[config.mk]
export PLATFORM = sky130hd
export DESIGN_NAME = priority_process_scheduler_unit
export DESIGN_NICKNAME = d
export VERILOG_FILES = /design/src/design/pps_pkg.sv /design/src/design/pps_cell.sv /design/src/design/pps_chain.sv /design/src/design/priority_process_scheduler_unit.sv
export SDC_FILE = /design/constraint.sdc
export NUM_CORES = 1
export LEC_CHECK = 0
export ABC_CLOCK_PERIOD_IN_PS = 12150
export BUFFER_PORTS_ARGS = -buffer_cell sky130_fd_sc_hd__clkbuf_2
export CAP_MARGIN = 20
export CELL_PAD_IN_SITES_DETAIL_PLACEMENT = 1
export CELL_PAD_IN_SITES_GLOBAL_PLACEMENT = 1
export CORE_MARGIN = 5
export CORE_UTILIZATION = 35
export CTS_BUF_LIST = sky130_fd_sc_hd__clkbuf_8
export CTS_CLUSTER_SIZE = 28
export DETAILED_ROUTE_END_ITERATION = 7
export GPL_TIMING_DRIVEN = 0
export PLACE_DENSITY = 0.61
export SLEW_MARGIN = 30
export SYNTH_ARGS = -nofsm -noshare
export SYNTH_HDL_FRONTEND = slang
export SYNTH_SLANG_ARGS = --single-unit
[constraint.sdc]
create_clock -name clock -period 12.15 [get_ports clock]
set_input_delay 0.6075 -clock clock [delete_from_list [all_inputs] [get_ports clock]]
set_output_delay 0.6075 -clock clock [all_outputs]
set_load 0.02 [all_outputs]
[src/design/pps_pkg.sv]
`timescale 1ns / 1ps
// ----------------------------------------------------------------------------
// Priority process scheduler package
// Field widths, status and command codes, and the types shared by the
// queue cells, the queue chains and the controller.
// ----------------------------------------------------------------------------
package pps_pkg;

   localparam int ID_W       = 4;
   localparam int PRIO_W     = 4;
   localparam int TIME_W     = 16;
   localparam int STATUS_W   = 2;
   localparam int REQ_DATA_W = 48;
   localparam int RSP_DATA_W = 32;
   localparam int NUM_IDS    = 2 ** ID_W;

   localparam logic CMD_LOAD = 1'b0;
   localparam logic CMD_STEP = 1'b1;

   localparam logic [STATUS_W-1:0] STATUS_LOADED     = 2'd0;
   localparam logic [STATUS_W-1:0] STATUS_DISPATCHED = 2'd1;
   localparam logic [STATUS_W-1:0] STATUS_EMPTY      = 2'd2;
   localparam logic [STATUS_W-1:0] STATUS_FULL       = 2'd3;

   // One queue slot: a process identifier and its current priority.
   typedef struct packed {
      logic              valid;
      logic [ID_W-1:0]   id;
      logic [PRIO_W-1:0] prio;
   } cell_type;

   typedef enum logic [2:0] {
      OP_HOLD,
      OP_UPDATE,
      OP_INSERT,
      OP_PUSH,
      OP_POP
   } cell_op_type;

   // Command broadcast to every cell of one chain.
   typedef struct packed {
      cell_op_type       op;
      logic [ID_W-1:0]   id;
      logic [PRIO_W-1:0] prio;
   } chain_cmd_type;

endpackage

[src/design/pps_cell.sv]
`timescale 1ns / 1ps
// ----------------------------------------------------------------------------
// Scheduler queue cell
// Holds one queue slot and decides, from its own contents and those of its
// neighbors, what the slot holds after the broadcast command.
// ----------------------------------------------------------------------------
module pps_cell (
   input  logic                   clock,
   input  logic                   reset,
   input  pps_pkg::chain_cmd_type cmd,
   input  pps_pkg::cell_type      left_cell,
   input  logic                   left_ge,
   input  pps_pkg::cell_type      right_cell,
   output pps_pkg::cell_type      cell_q,
   output logic                   ge
);

   pps_pkg::cell_type cell_ff;
   pps_pkg::cell_type cell_in;
   pps_pkg::cell_type new_cell;

   assign new_cell = '{valid: 1'b1, id: cmd.id, prio: cmd.prio};

   // A cell stays ahead of the new entry only while it and every cell in front
   // of it hold an equal or higher priority; a reload can leave the list unsorted.
   assign ge = left_ge && cell_ff.valid && (cell_ff.prio >= cmd.prio);

   always_comb begin
      cell_in = cell_ff;
      case (cmd.op)
         pps_pkg::OP_UPDATE: begin
            if (cell_ff.valid && (cell_ff.id == cmd.id)) begin
               cell_in.prio = cmd.prio;
            end
         end
         pps_pkg::OP_INSERT: begin
            // The new entry lands behind the leading run of entries of equal or higher priority.
            if (!ge) begin
               cell_in = left_ge ? new_cell : left_cell;
            end
         end
         pps_pkg::OP_PUSH: begin
            if (!cell_ff.valid && left_cell.valid) begin
               cell_in = new_cell;
            end
         end
         pps_pkg::OP_POP: begin
            cell_in = right_cell;
         end
         default: begin
            cell_in = cell_ff;
         end
      endcase
   end

   always_ff @(posedge clock) begin
      if (reset) begin
         cell_ff <= '0;
      end else begin
         cell_ff <= cell_in;
      end
   end

   assign cell_q = cell_ff;

endmodule

[src/design/pps_chain.sv]
`timescale 1ns / 1ps
// ----------------------------------------------------------------------------
// Scheduler queue chain
// A row of queue cells with the head at cell zero; serves as the sorted
// ready list or the FIFO waiting list depending on the commands it gets.
// ----------------------------------------------------------------------------
module pps_chain #(
   parameter int DEPTH = 16
) (
   input  logic                   clock,
   input  logic                   reset,
   input  pps_pkg::chain_cmd_type cmd,
   output pps_pkg::cell_type      head
);

   pps_pkg::cell_type cells [DEPTH];
   logic              ge    [DEPTH];

   for (genvar i = 0; i < DEPTH; i++) begin : g_cell
      pps_pkg::cell_type left_cell;
      pps_pkg::cell_type right_cell;
      logic              left_ge;

      if (i == 0) begin : g_first
         // The space in front of the head acts as a full, higher-ranked slot.
         assign left_cell = '{valid: 1'b1, id: '0, prio: '0};
         assign left_ge   = 1'b1;
      end else begin : g_inner
         assign left_cell = cells[i-1];
         assign left_ge   = ge[i-1];
      end

      if (i == DEPTH - 1) begin : g_last
         assign right_cell = '0;
      end else begin : g_body
         assign right_cell = cells[i+1];
      end

      pps_cell u_cell (
         .clock      (clock),
         .reset      (reset),
         .cmd        (cmd),
         .left_cell  (left_cell),
         .left_ge    (left_ge),
         .right_cell (right_cell),
         .cell_q     (cells[i]),
         .ge         (ge[i])
      );
   end

   assign head = cells[0];

endmodule

[src/design/priority_process_scheduler_unit.sv]
`timescale 1ns / 1ps
// Sequence: a load passes through ST_LOAD and ST_ENQ (only ST_LOAD when the table is full)
// before ST_DONE; a step passes through ST_POP, ST_WAKE when a process is woken, and
// ST_REQUEUE (only ST_POP on an empty ready list). ST_DONE holds the result longer while
// a result waits unclaimed; a new request is taken only once the result is presented.
// Reset (synchronous, active high) empties both lists and clears the handshakes.
// ----------------------------------------------------------------------------
// Priority process scheduler
// Keeps a priority-sorted ready list and a FIFO waiting list in two chains of
// cells, loads processes and runs scheduling steps with time slices.
// ----------------------------------------------------------------------------
module priority_process_scheduler_unit #(
   parameter int MAX_PROCESSES = 16
) (
   input  logic                              clock,
   input  logic                              reset,
   input  logic                              req_tvalid,
   output logic                              req_tready,
   // [3:0] process_id, [7:4] process_priority, [8] starts_waiting,
   // [24:9] needed_time, [25] wake_request, [41:26] slice_time,
   // [42] requeue_to_waiting, [47:43] zero
   input  logic [pps_pkg::REQ_DATA_W-1:0]    req_tdata,
   // [0] command
   input  logic                              req_tuser,
   output logic                              rsp_tvalid,
   input  logic                              rsp_tready,
   // [3:0] ran_id, [7:4] ran_priority, [8] finished, [24:9] time_left,
   // [25] woke_one, [31:26] zero
   output logic [pps_pkg::RSP_DATA_W-1:0]    rsp_tdata,
   // [1:0] status
   output logic [pps_pkg::STATUS_W-1:0]      rsp_tuser
);

   localparam int CW = $clog2(MAX_PROCESSES + 1);

   typedef enum logic [2:0] {
      ST_IDLE,
      ST_LOAD,
      ST_ENQ,
      ST_POP,
      ST_WAKE,
      ST_REQUEUE,
      ST_DONE
   } state_type;

   state_type state_ff;

   // Captured request fields.
   logic [pps_pkg::ID_W-1:0]   pid_ff;
   logic [pps_pkg::PRIO_W-1:0] prio_ff;
   logic                       starts_waiting_ff;
   logic [pps_pkg::TIME_W-1:0] needed_ff;
   logic                       wake_ff;
   logic [pps_pkg::TIME_W-1:0] slice_ff;
   logic                       to_waiting_ff;

   // Result being built.
   logic [pps_pkg::STATUS_W-1:0] res_status_ff;
   logic [pps_pkg::ID_W-1:0]     res_id_ff;
   logic [pps_pkg::PRIO_W-1:0]   res_prio_ff;
   logic                         res_finished_ff;
   logic [pps_pkg::TIME_W-1:0]   res_left_ff;
   logic                         res_woke_ff;

   // Output register.
   logic                         rsp_valid_ff;
   logic [pps_pkg::STATUS_W-1:0] rsp_status_ff;
   logic [pps_pkg::ID_W-1:0]     rsp_id_ff;
   logic [pps_pkg::PRIO_W-1:0]   rsp_prio_ff;
   logic                         rsp_finished_ff;
   logic [pps_pkg::TIME_W-1:0]   rsp_left_ff;
   logic                         rsp_woke_ff;

   logic [CW-1:0] ready_count_ff;
   logic [CW-1:0] waiting_count_ff;

   logic [pps_pkg::TIME_W-1:0] remaining_ff [pps_pkg::NUM_IDS];
   logic                       rem_we;
   logic [pps_pkg::ID_W-1:0]   rem_addr;
   logic [pps_pkg::TIME_W-1:0] rem_in;

   pps_pkg::chain_cmd_type ready_cmd;
   pps_pkg::chain_cmd_type waiting_cmd;
   pps_pkg::cell_type      ready_head;
   pps_pkg::cell_type      waiting_head;

   logic                       table_full;
   logic [pps_pkg::TIME_W-1:0] rem_rd;
   logic                       slice_exceeds;
   logic [pps_pkg::TIME_W-1:0] rem_after;
   logic                       req_accept;
   logic                       rsp_slot_free;

   assign req_tready    = (state_ff == ST_IDLE);
   assign req_accept    = req_tvalid && req_tready;
   assign rsp_slot_free = !rsp_valid_ff || rsp_tready;

   assign table_full = ({1'b0, ready_count_ff} + {1'b0, waiting_count_ff})
                       >= (CW + 1)'(MAX_PROCESSES);

   assign rem_rd        = remaining_ff[ready_head.id];
   assign slice_exceeds = slice_ff > rem_rd;
   assign rem_after     = slice_exceeds ? '0 : (rem_rd - slice_ff);

   pps_chain #(.DEPTH(MAX_PROCESSES)) u_ready (
      .clock (clock),
      .reset (reset),
      .cmd   (ready_cmd),
      .head  (ready_head)
   );

   pps_chain #(.DEPTH(MAX_PROCESSES)) u_waiting (
      .clock (clock),
      .reset (reset),
      .cmd   (waiting_cmd),
      .head  (waiting_head)
   );

   // List commands for the current step of the sequence.
   always_comb begin
      ready_cmd   = '{op: pps_pkg::OP_HOLD, id: pid_ff, prio: prio_ff};
      waiting_cmd = '{op: pps_pkg::OP_HOLD, id: pid_ff, prio: prio_ff};
      rem_we      = 1'b0;
      rem_addr    = pid_ff;
      rem_in      = needed_ff;
      case (state_ff)
         ST_LOAD: begin
            if (!table_full) begin
               // A reload retags every queued copy of the identifier.
               ready_cmd.op   = pps_pkg::OP_UPDATE;
               waiting_cmd.op = pps_pkg::OP_UPDATE;
               rem_we         = 1'b1;
            end
         end
         ST_ENQ: begin
            if (starts_waiting_ff) begin
               waiting_cmd.op = pps_pkg::OP_PUSH;
            end else begin
               ready_cmd.op = pps_pkg::OP_INSERT;
            end
         end
         ST_POP: begin
            if (ready_head.valid) begin
               ready_cmd.op = pps_pkg::OP_POP;
               rem_we       = 1'b1;
               rem_addr     = ready_head.id;
               rem_in       = rem_after;
            end
         end
         ST_WAKE: begin
            waiting_cmd.op = pps_pkg::OP_POP;
            ready_cmd      = '{op: pps_pkg::OP_INSERT, id: waiting_head.id,
                               prio: waiting_head.prio};
         end
         ST_REQUEUE: begin
            if (!res_finished_ff) begin
               if (to_waiting_ff) begin
                  waiting_cmd = '{op: pps_pkg::OP_PUSH, id: res_id_ff, prio: res_prio_ff};
               end else begin
                  ready_cmd = '{op: pps_pkg::OP_INSERT, id: res_id_ff, prio: res_prio_ff};
               end
            end
         end
         default: begin
            rem_we = 1'b0;
         end
      endcase
   end

   always_ff @(posedge clock) begin
      if (rem_we) begin
         remaining_ff[rem_addr] <= rem_in;
      end
   end

   always_ff @(posedge clock) begin
      if (reset) begin
         state_ff         <= ST_IDLE;
         ready_count_ff   <= '0;
         waiting_count_ff <= '0;
         rsp_valid_ff     <= 1'b0;
      end else begin
         // In ST_DONE the output register is reloaded whenever it is claimed.
         if (rsp_valid_ff && rsp_tready && (state_ff != ST_DONE)) begin
            rsp_valid_ff <= 1'b0;
         end
         case (state_ff)
            ST_IDLE: begin
               if (req_accept) begin
                  pid_ff            <= req_tdata[3:0];
                  prio_ff           <= req_tdata[7:4];
                  starts_waiting_ff <= req_tdata[8];
                  needed_ff         <= req_tdata[24:9];
                  wake_ff           <= req_tdata[25];
                  slice_ff          <= req_tdata[41:26];
                  to_waiting_ff     <= req_tdata[42];
                  state_ff <= (req_tuser == pps_pkg::CMD_STEP) ? ST_POP : ST_LOAD;
               end
            end
            ST_LOAD: begin
               res_id_ff       <= '0;
               res_prio_ff     <= '0;
               res_finished_ff <= 1'b0;
               res_left_ff     <= '0;
               res_woke_ff     <= 1'b0;
               if (table_full) begin
                  res_status_ff <= pps_pkg::STATUS_FULL;
                  state_ff      <= ST_DONE;
               end else begin
                  res_status_ff <= pps_pkg::STATUS_LOADED;
                  state_ff      <= ST_ENQ;
               end
            end
            ST_ENQ: begin
               if (starts_waiting_ff) begin
                  waiting_count_ff <= waiting_count_ff + CW'(1);
               end else begin
                  ready_count_ff <= ready_count_ff + CW'(1);
               end
               state_ff <= ST_DONE;
            end
            ST_POP: begin
               res_woke_ff <= 1'b0;
               if (!ready_head.valid) begin
                  res_status_ff   <= pps_pkg::STATUS_EMPTY;
                  res_id_ff       <= '0;
                  res_prio_ff     <= '0;
                  res_finished_ff <= 1'b0;
                  res_left_ff     <= '0;
                  state_ff        <= ST_DONE;
               end else begin
                  res_status_ff   <= pps_pkg::STATUS_DISPATCHED;
                  res_id_ff       <= ready_head.id;
                  res_prio_ff     <= ready_head.prio;
                  res_finished_ff <= slice_exceeds;
                  res_left_ff     <= rem_after;
                  ready_count_ff  <= ready_count_ff - CW'(1);
                  if (wake_ff && (waiting_count_ff != '0)) begin
                     state_ff <= ST_WAKE;
                  end else begin
                     state_ff <= ST_REQUEUE;
                  end
               end
            end
            ST_WAKE: begin
               waiting_count_ff <= waiting_count_ff - CW'(1);
               ready_count_ff   <= ready_count_ff + CW'(1);
               res_woke_ff      <= 1'b1;
               state_ff         <= ST_REQUEUE;
            end
            ST_REQUEUE: begin
               if (!res_finished_ff) begin
                  if (to_waiting_ff) begin
                     waiting_count_ff <= waiting_count_ff + CW'(1);
                  end else begin
                     ready_count_ff <= ready_count_ff + CW'(1);
                  end
               end
               state_ff <= ST_DONE;
            end
            ST_DONE: begin
               // Wait here only while the previous result is still unclaimed.
               if (rsp_slot_free) begin
                  rsp_valid_ff    <= 1'b1;
                  rsp_status_ff   <= res_status_ff;
                  rsp_id_ff       <= res_id_ff;
                  rsp_prio_ff     <= res_prio_ff;
                  rsp_finished_ff <= res_finished_ff;
                  rsp_left_ff     <= res_left_ff;
                  rsp_woke_ff     <= res_woke_ff;
                  state_ff        <= ST_IDLE;
               end
            end
            default: begin
               state_ff <= ST_IDLE;
            end
         endcase
      end
   end

   assign rsp_tvalid = rsp_valid_ff;
   assign rsp_tuser  = rsp_status_ff;
   assign rsp_tdata  = {6'b0, rsp_woke_ff, rsp_left_ff, rsp_finished_ff,
                        rsp_prio_ff, rsp_id_ff};

endmodule

==> impl_metrics.csv <==
group,metric,value,unit
logic_synthesis,syn_area_per_cell,11.06,µm²
global_routing,grt_max_degree,38,
floorplanning,num_rows,111,
setup_path,critPathSlowestCell,"clkinv_1",
route,vias_per_cell,5.748,
setup_path,crit_path_max_incr_delay,0.96,ns
layout,nets,3309,
setup_path,worstPathArrival,7.76,ns
clock_tree,clk_pin_slew,0.06,ns
global_routing,antenna_found_initial,2,
layout,area_delta_synth_final,16.22,%
sta,fin_tns_setup,0,ns
setup_path,critPathMaxFanout,25,
power_and_ir_drop,total_power,6.460,mW
place,pre_cts_slack,4.979,ns
floorplanning,coreArea,91520,µm²
floorplanning,design.die.area,98320,µm²
power_and_ir_drop,p_per_area,172.3,nW/µm²
sta,setup_violations,0,
logic_synthesis,synth_seq_cells,661,
power_and_ir_drop,p_int,4.226,mW
place,hpwl,85.09,mm
setup_path,r2r_start,"state_ff[2]$_SDFFE_PP0P_",
clock_tree,cts_sinks,661,
global_routing,grt_pass1_wl,175.3,mm
place,globalplace.congestion,0.8838,
route,drtIter0Drc,2002,
setup_path,critPathTopFamily,"simple AND/OR/NAND/NOR gates",
power_and_ir_drop,p_leak,13.19,nW
setup_path,r2r-end,"u_ready.g_cell[7].u_cell.cell_q[2]$_SDFFE_PP0P_",
setup_path,worstPathRequired,12.76,ns
route,dr_total_vias,25644,
power_and_ir_drop,vdd_drop_max,0.08808,mV
flow_run,maxCapViolCount,0,
setup_path,critPathLaunchType,"register",
clock_tree,cts_tree,"yes",
logic_synthesis,synth_edf_count,355,
status,status,"complete, no violations",
route,routed_wl,118.1,mm
sta,fmax,0.1398,GHz
clock_tree,clock_path_buffers,3,
clock_tree,cts_setup_buffers,0,
setup_path,startpoint,"state_ff[2]$_SDFFE_PP0P_",
setup_path,r2r_setup_slack,5.00,ns
sta,rsz0062_at_grt,"no",
hold_path,min_to,"prio_ff[0]$_DFFE_PP_",
floorplanning,die_h,313.6,µm
layout,fill_cells,10009,
global_routing,grt_usage,23.47,%
setup_path,endpoint_kind,"register",
logic_synthesis,async_flop_share,0,%
route,drt_pass1_iterations,6,
layout,ff_latch_area,16790,µm²
route,ant_nets,0,
logic_synthesis,synth.cell_area,32250,µm²
logic_synthesis,synth-seq-area-share,52.05,%
sta,maxSlewViolCount,0,
route,post_drt_wl_per_cell,26.48,µm
sta,period_share,58.86,%
layout,stdcell_count,4461,
logic_synthesis,synthCells,2917,
power_and_ir_drop,combPwrFrac,25.0,%
clock_tree,cts_root_buffer,"clkbuf_8",
layout,multi_input_area,14480,µm²
global_routing,grt_pass1_vias,27267,
layout,drive_gt1_share,16.19,%
logic_synthesis,ys_types,89,
logic_synthesis,ys_warn_count,0,
clock_tree,cts_resized,0,
clock_tree,clkLatencyLatePin,0.78,ns
global_routing,grt_remaining_overflow,0,
sta,final.min_clock_period,7.151,ns
place,dp.cells,4206,
floorplanning,start_util,35.24,%
setup_path,cp_cell_sequence,"ha_1 -> and3_1 -> clkbuf_1 -> clkbuf_1 -> a22oi_1 -> nand2_1 -> clkinv_1 -> ha_1 -> nand2_1 -> nor4_1 -> nor3_1 -> clkbuf_1 -> nor2_1 -> nand4_1 -> mux2_2 -> a221oi_1 -> a211oi_1",
setup_path,path_class,"register to register",
sta,hold_viol_final,0,
setup_path,crit_buf_inv,4,
setup_path,crit_path_frequent_cell,"clkbuf_1",
power_and_ir_drop,sw_frac_of_total,34.58,%
hold_path,hp-start,"req_tdata[4]",
clock_tree,cts_inserted_buffers,117,
sta,clock_skew,0.04325,ns
floorplanning,fp.dieW,313.6,µm
floorplanning,ioPinCount,89,
power_and_ir_drop,power_switching,2.233,mW
logic_synthesis,synth_ff_type,"edfxtp_1",
clock_tree,cts_max_level,3,
sta,worstMarginPinSlew,1.044,ns
power_and_ir_drop,p_clk_share,32.0,%
sta,finalWorstSetupSlack,4.999,ns
hold_path,holdPathStages,1,
place,io_buffers,77,
setup_path,r2r_cells,17,
power_and_ir_drop,seqPwrFrac,43.0,%
route,drc,0,
sta,slew_headroom,30.40,%
hold_path,hp-class,"primary input to register",
-- cell usage after synthesis, drive strengths merged (41+ instances only) --
library cell / number / area share, %
edfxtp: 355 / 33
dfxtp: 306 / 19
nor2: 290 / 3.4
nand2: 234 / 2.7
a21oi: 210 / 3.4
clkbuf: 159 / 1.9
o21ai: 131 / 2.0
xnor2: 106 / 2.9
a211oi: 93 / 2.2
mux4: 80 / 5.6
ha: 76 / 2.9
a31oi: 68 / 1.6
buf: 63 / 1.2
mux2i: 62 / 1.9
o21a: 56 / 1.3
inv: 52 / 0.61
nor4: 45 / 0.96
xor2: 41 / 1.1
-- registers in the layout (all words and copies together), names as in the netlist, 5 cells and up, named ones only --
register,count
needed_ff,16
u_waiting.g_cell.u_cell.cell_q,144
u_ready.g_cell.u_cell.cell_q,144
ready_count_ff,5
rsp_left_ff,16
waiting_count_ff,5
slice_ff,16
res_left_ff,16
remaining_ff,256
-- metrics by stage --
step / cell area, µm² / hold slack [ns] / utilization (%)
after global routing: 37480 / 0.04250 / 40.95
after CTS: 37450 / 0.02986 / 40.92
after detailed placement: 34780 / 0.4063 / 38.00
after floorplan: 32270 / 0.4003 / -
final: 37480 / 0.1149 / 40.95
after global placement: 34140 / 0.4074 / 37.30
-- worst max path at each step --
stage | to | slack (ns) | cells past startpoint
final | u_ready.g_cell[7].u_cell.cell_q[2]$_SDFFE_PP0P_ | 5.00 | 17
after global routing | u_ready.g_cell[7].u_cell.cell_q[2]$_SDFFE_PP0P_ | 4.60 | 17
after CTS | u_ready.g_cell[7].u_cell.cell_q[2]$_SDFFE_PP0P_ | 4.91 | 17
after detailed placement | u_ready.g_cell[7].u_cell.cell_q[2]$_SDFFE_PP0P_ | 4.98 | 17
after global placement | u_ready.g_cell[7].u_cell.cell_q[2]$_SDFFE_PP0P_ | 5.02 | 19
after floorplan | remaining_ff[0][2]$_DFFE_PP_ | 7.08 | 15
-- area by class of cell --
type	instances	share of cell area [%]
inverter	56	0.5641
multi-input combinational	1983	38.64
antenna	2	0.01335
clock buffer	125	4.590
buffer	222	2.667
timing repair buffer	136	3.238
tap	1186	3.959
clock inverter	90	1.542
sequential	661	44.78
-- power by group through the flow --
stage	clock network, mW	logic, mW	registers [mW]
finish	2.07	1.62	2.78
CTS	2.12	1.60	2.77
detailed placement	0	1.58	2.82
floorplan	0	1.06	2.74
global placement	0	1.50	2.81
global route	2.22	1.75	2.80
-- layout by cell type (no fill, tap or decap), drive strengths merged, types with 17 or more instances in the layout --
cell type / n
a311oi: 26
or2: 24
mux2i: 62
ha: 76
xor2: 41
dlygate4sd3: 37
o211ai: 31
a32oi: 25
nand3: 31
nor2b: 17
buf: 84
clkbuf: 362
a31oi: 68
a21oi: 210
o21ai: 131
edfxtp: 355
nor2: 290
clkinv: 38
xnor2: 106
mux4: 80
and3: 25
inv: 98
mux2: 37
nor4: 45
nand2b: 23
o21a: 56
a211oi: 93
nor3: 38
dfxtp: 306
a21o: 31
nand2: 234
-- logic make-up after synthesis --
kind of cell               share of synthesized area (%)
adders and majority gates                          3.166
AOI/OAI and AO/OA                                  17.44
xor gates and xnor gates                           3.992
other                                            0.01163
DFF                                                52.05
muxes                                              8.814
and+or+nand+nor                                    10.82
buffers and inverters                              3.709
-- worst reg2reg max path: cells and delay by family (launching register included) --
| kind | cells | cell delay (ns) |
|---|---|---|
| AOI/OAI and AO/OA | 3 | 0.55 |
| and+or+nand+nor | 7 | 2.43 |
| adders and majority gates | 2 | 1.02 |
| muxes | 1 | 0.47 |
| buffers and inverters | 4 | 2.03 |
| DFF | 1 | 0.48 |
-- layer usage --
| layer | GRT usage (%) | vias to the layer above | wire length [µm] |
|---|---|---|---|
| met5 | 0 | - | 0 |
| met4 | 9.161 | 0 | 4688 |
| met3 | 4.753 | 261 | 7465 |
| met2 | 38.03 | 889 | 54600 |
| met1 | 31.13 | 12995 | 51390 |
| li1 | - | 11499 | - |
-- timing repair --
action | in CTS | in global routing
hold buffers | 37 | 0
endpoints found under the setup margin | 0 | 0
hold endpoints to repair | 37 | 0
(Power assumes the default switching activity.)
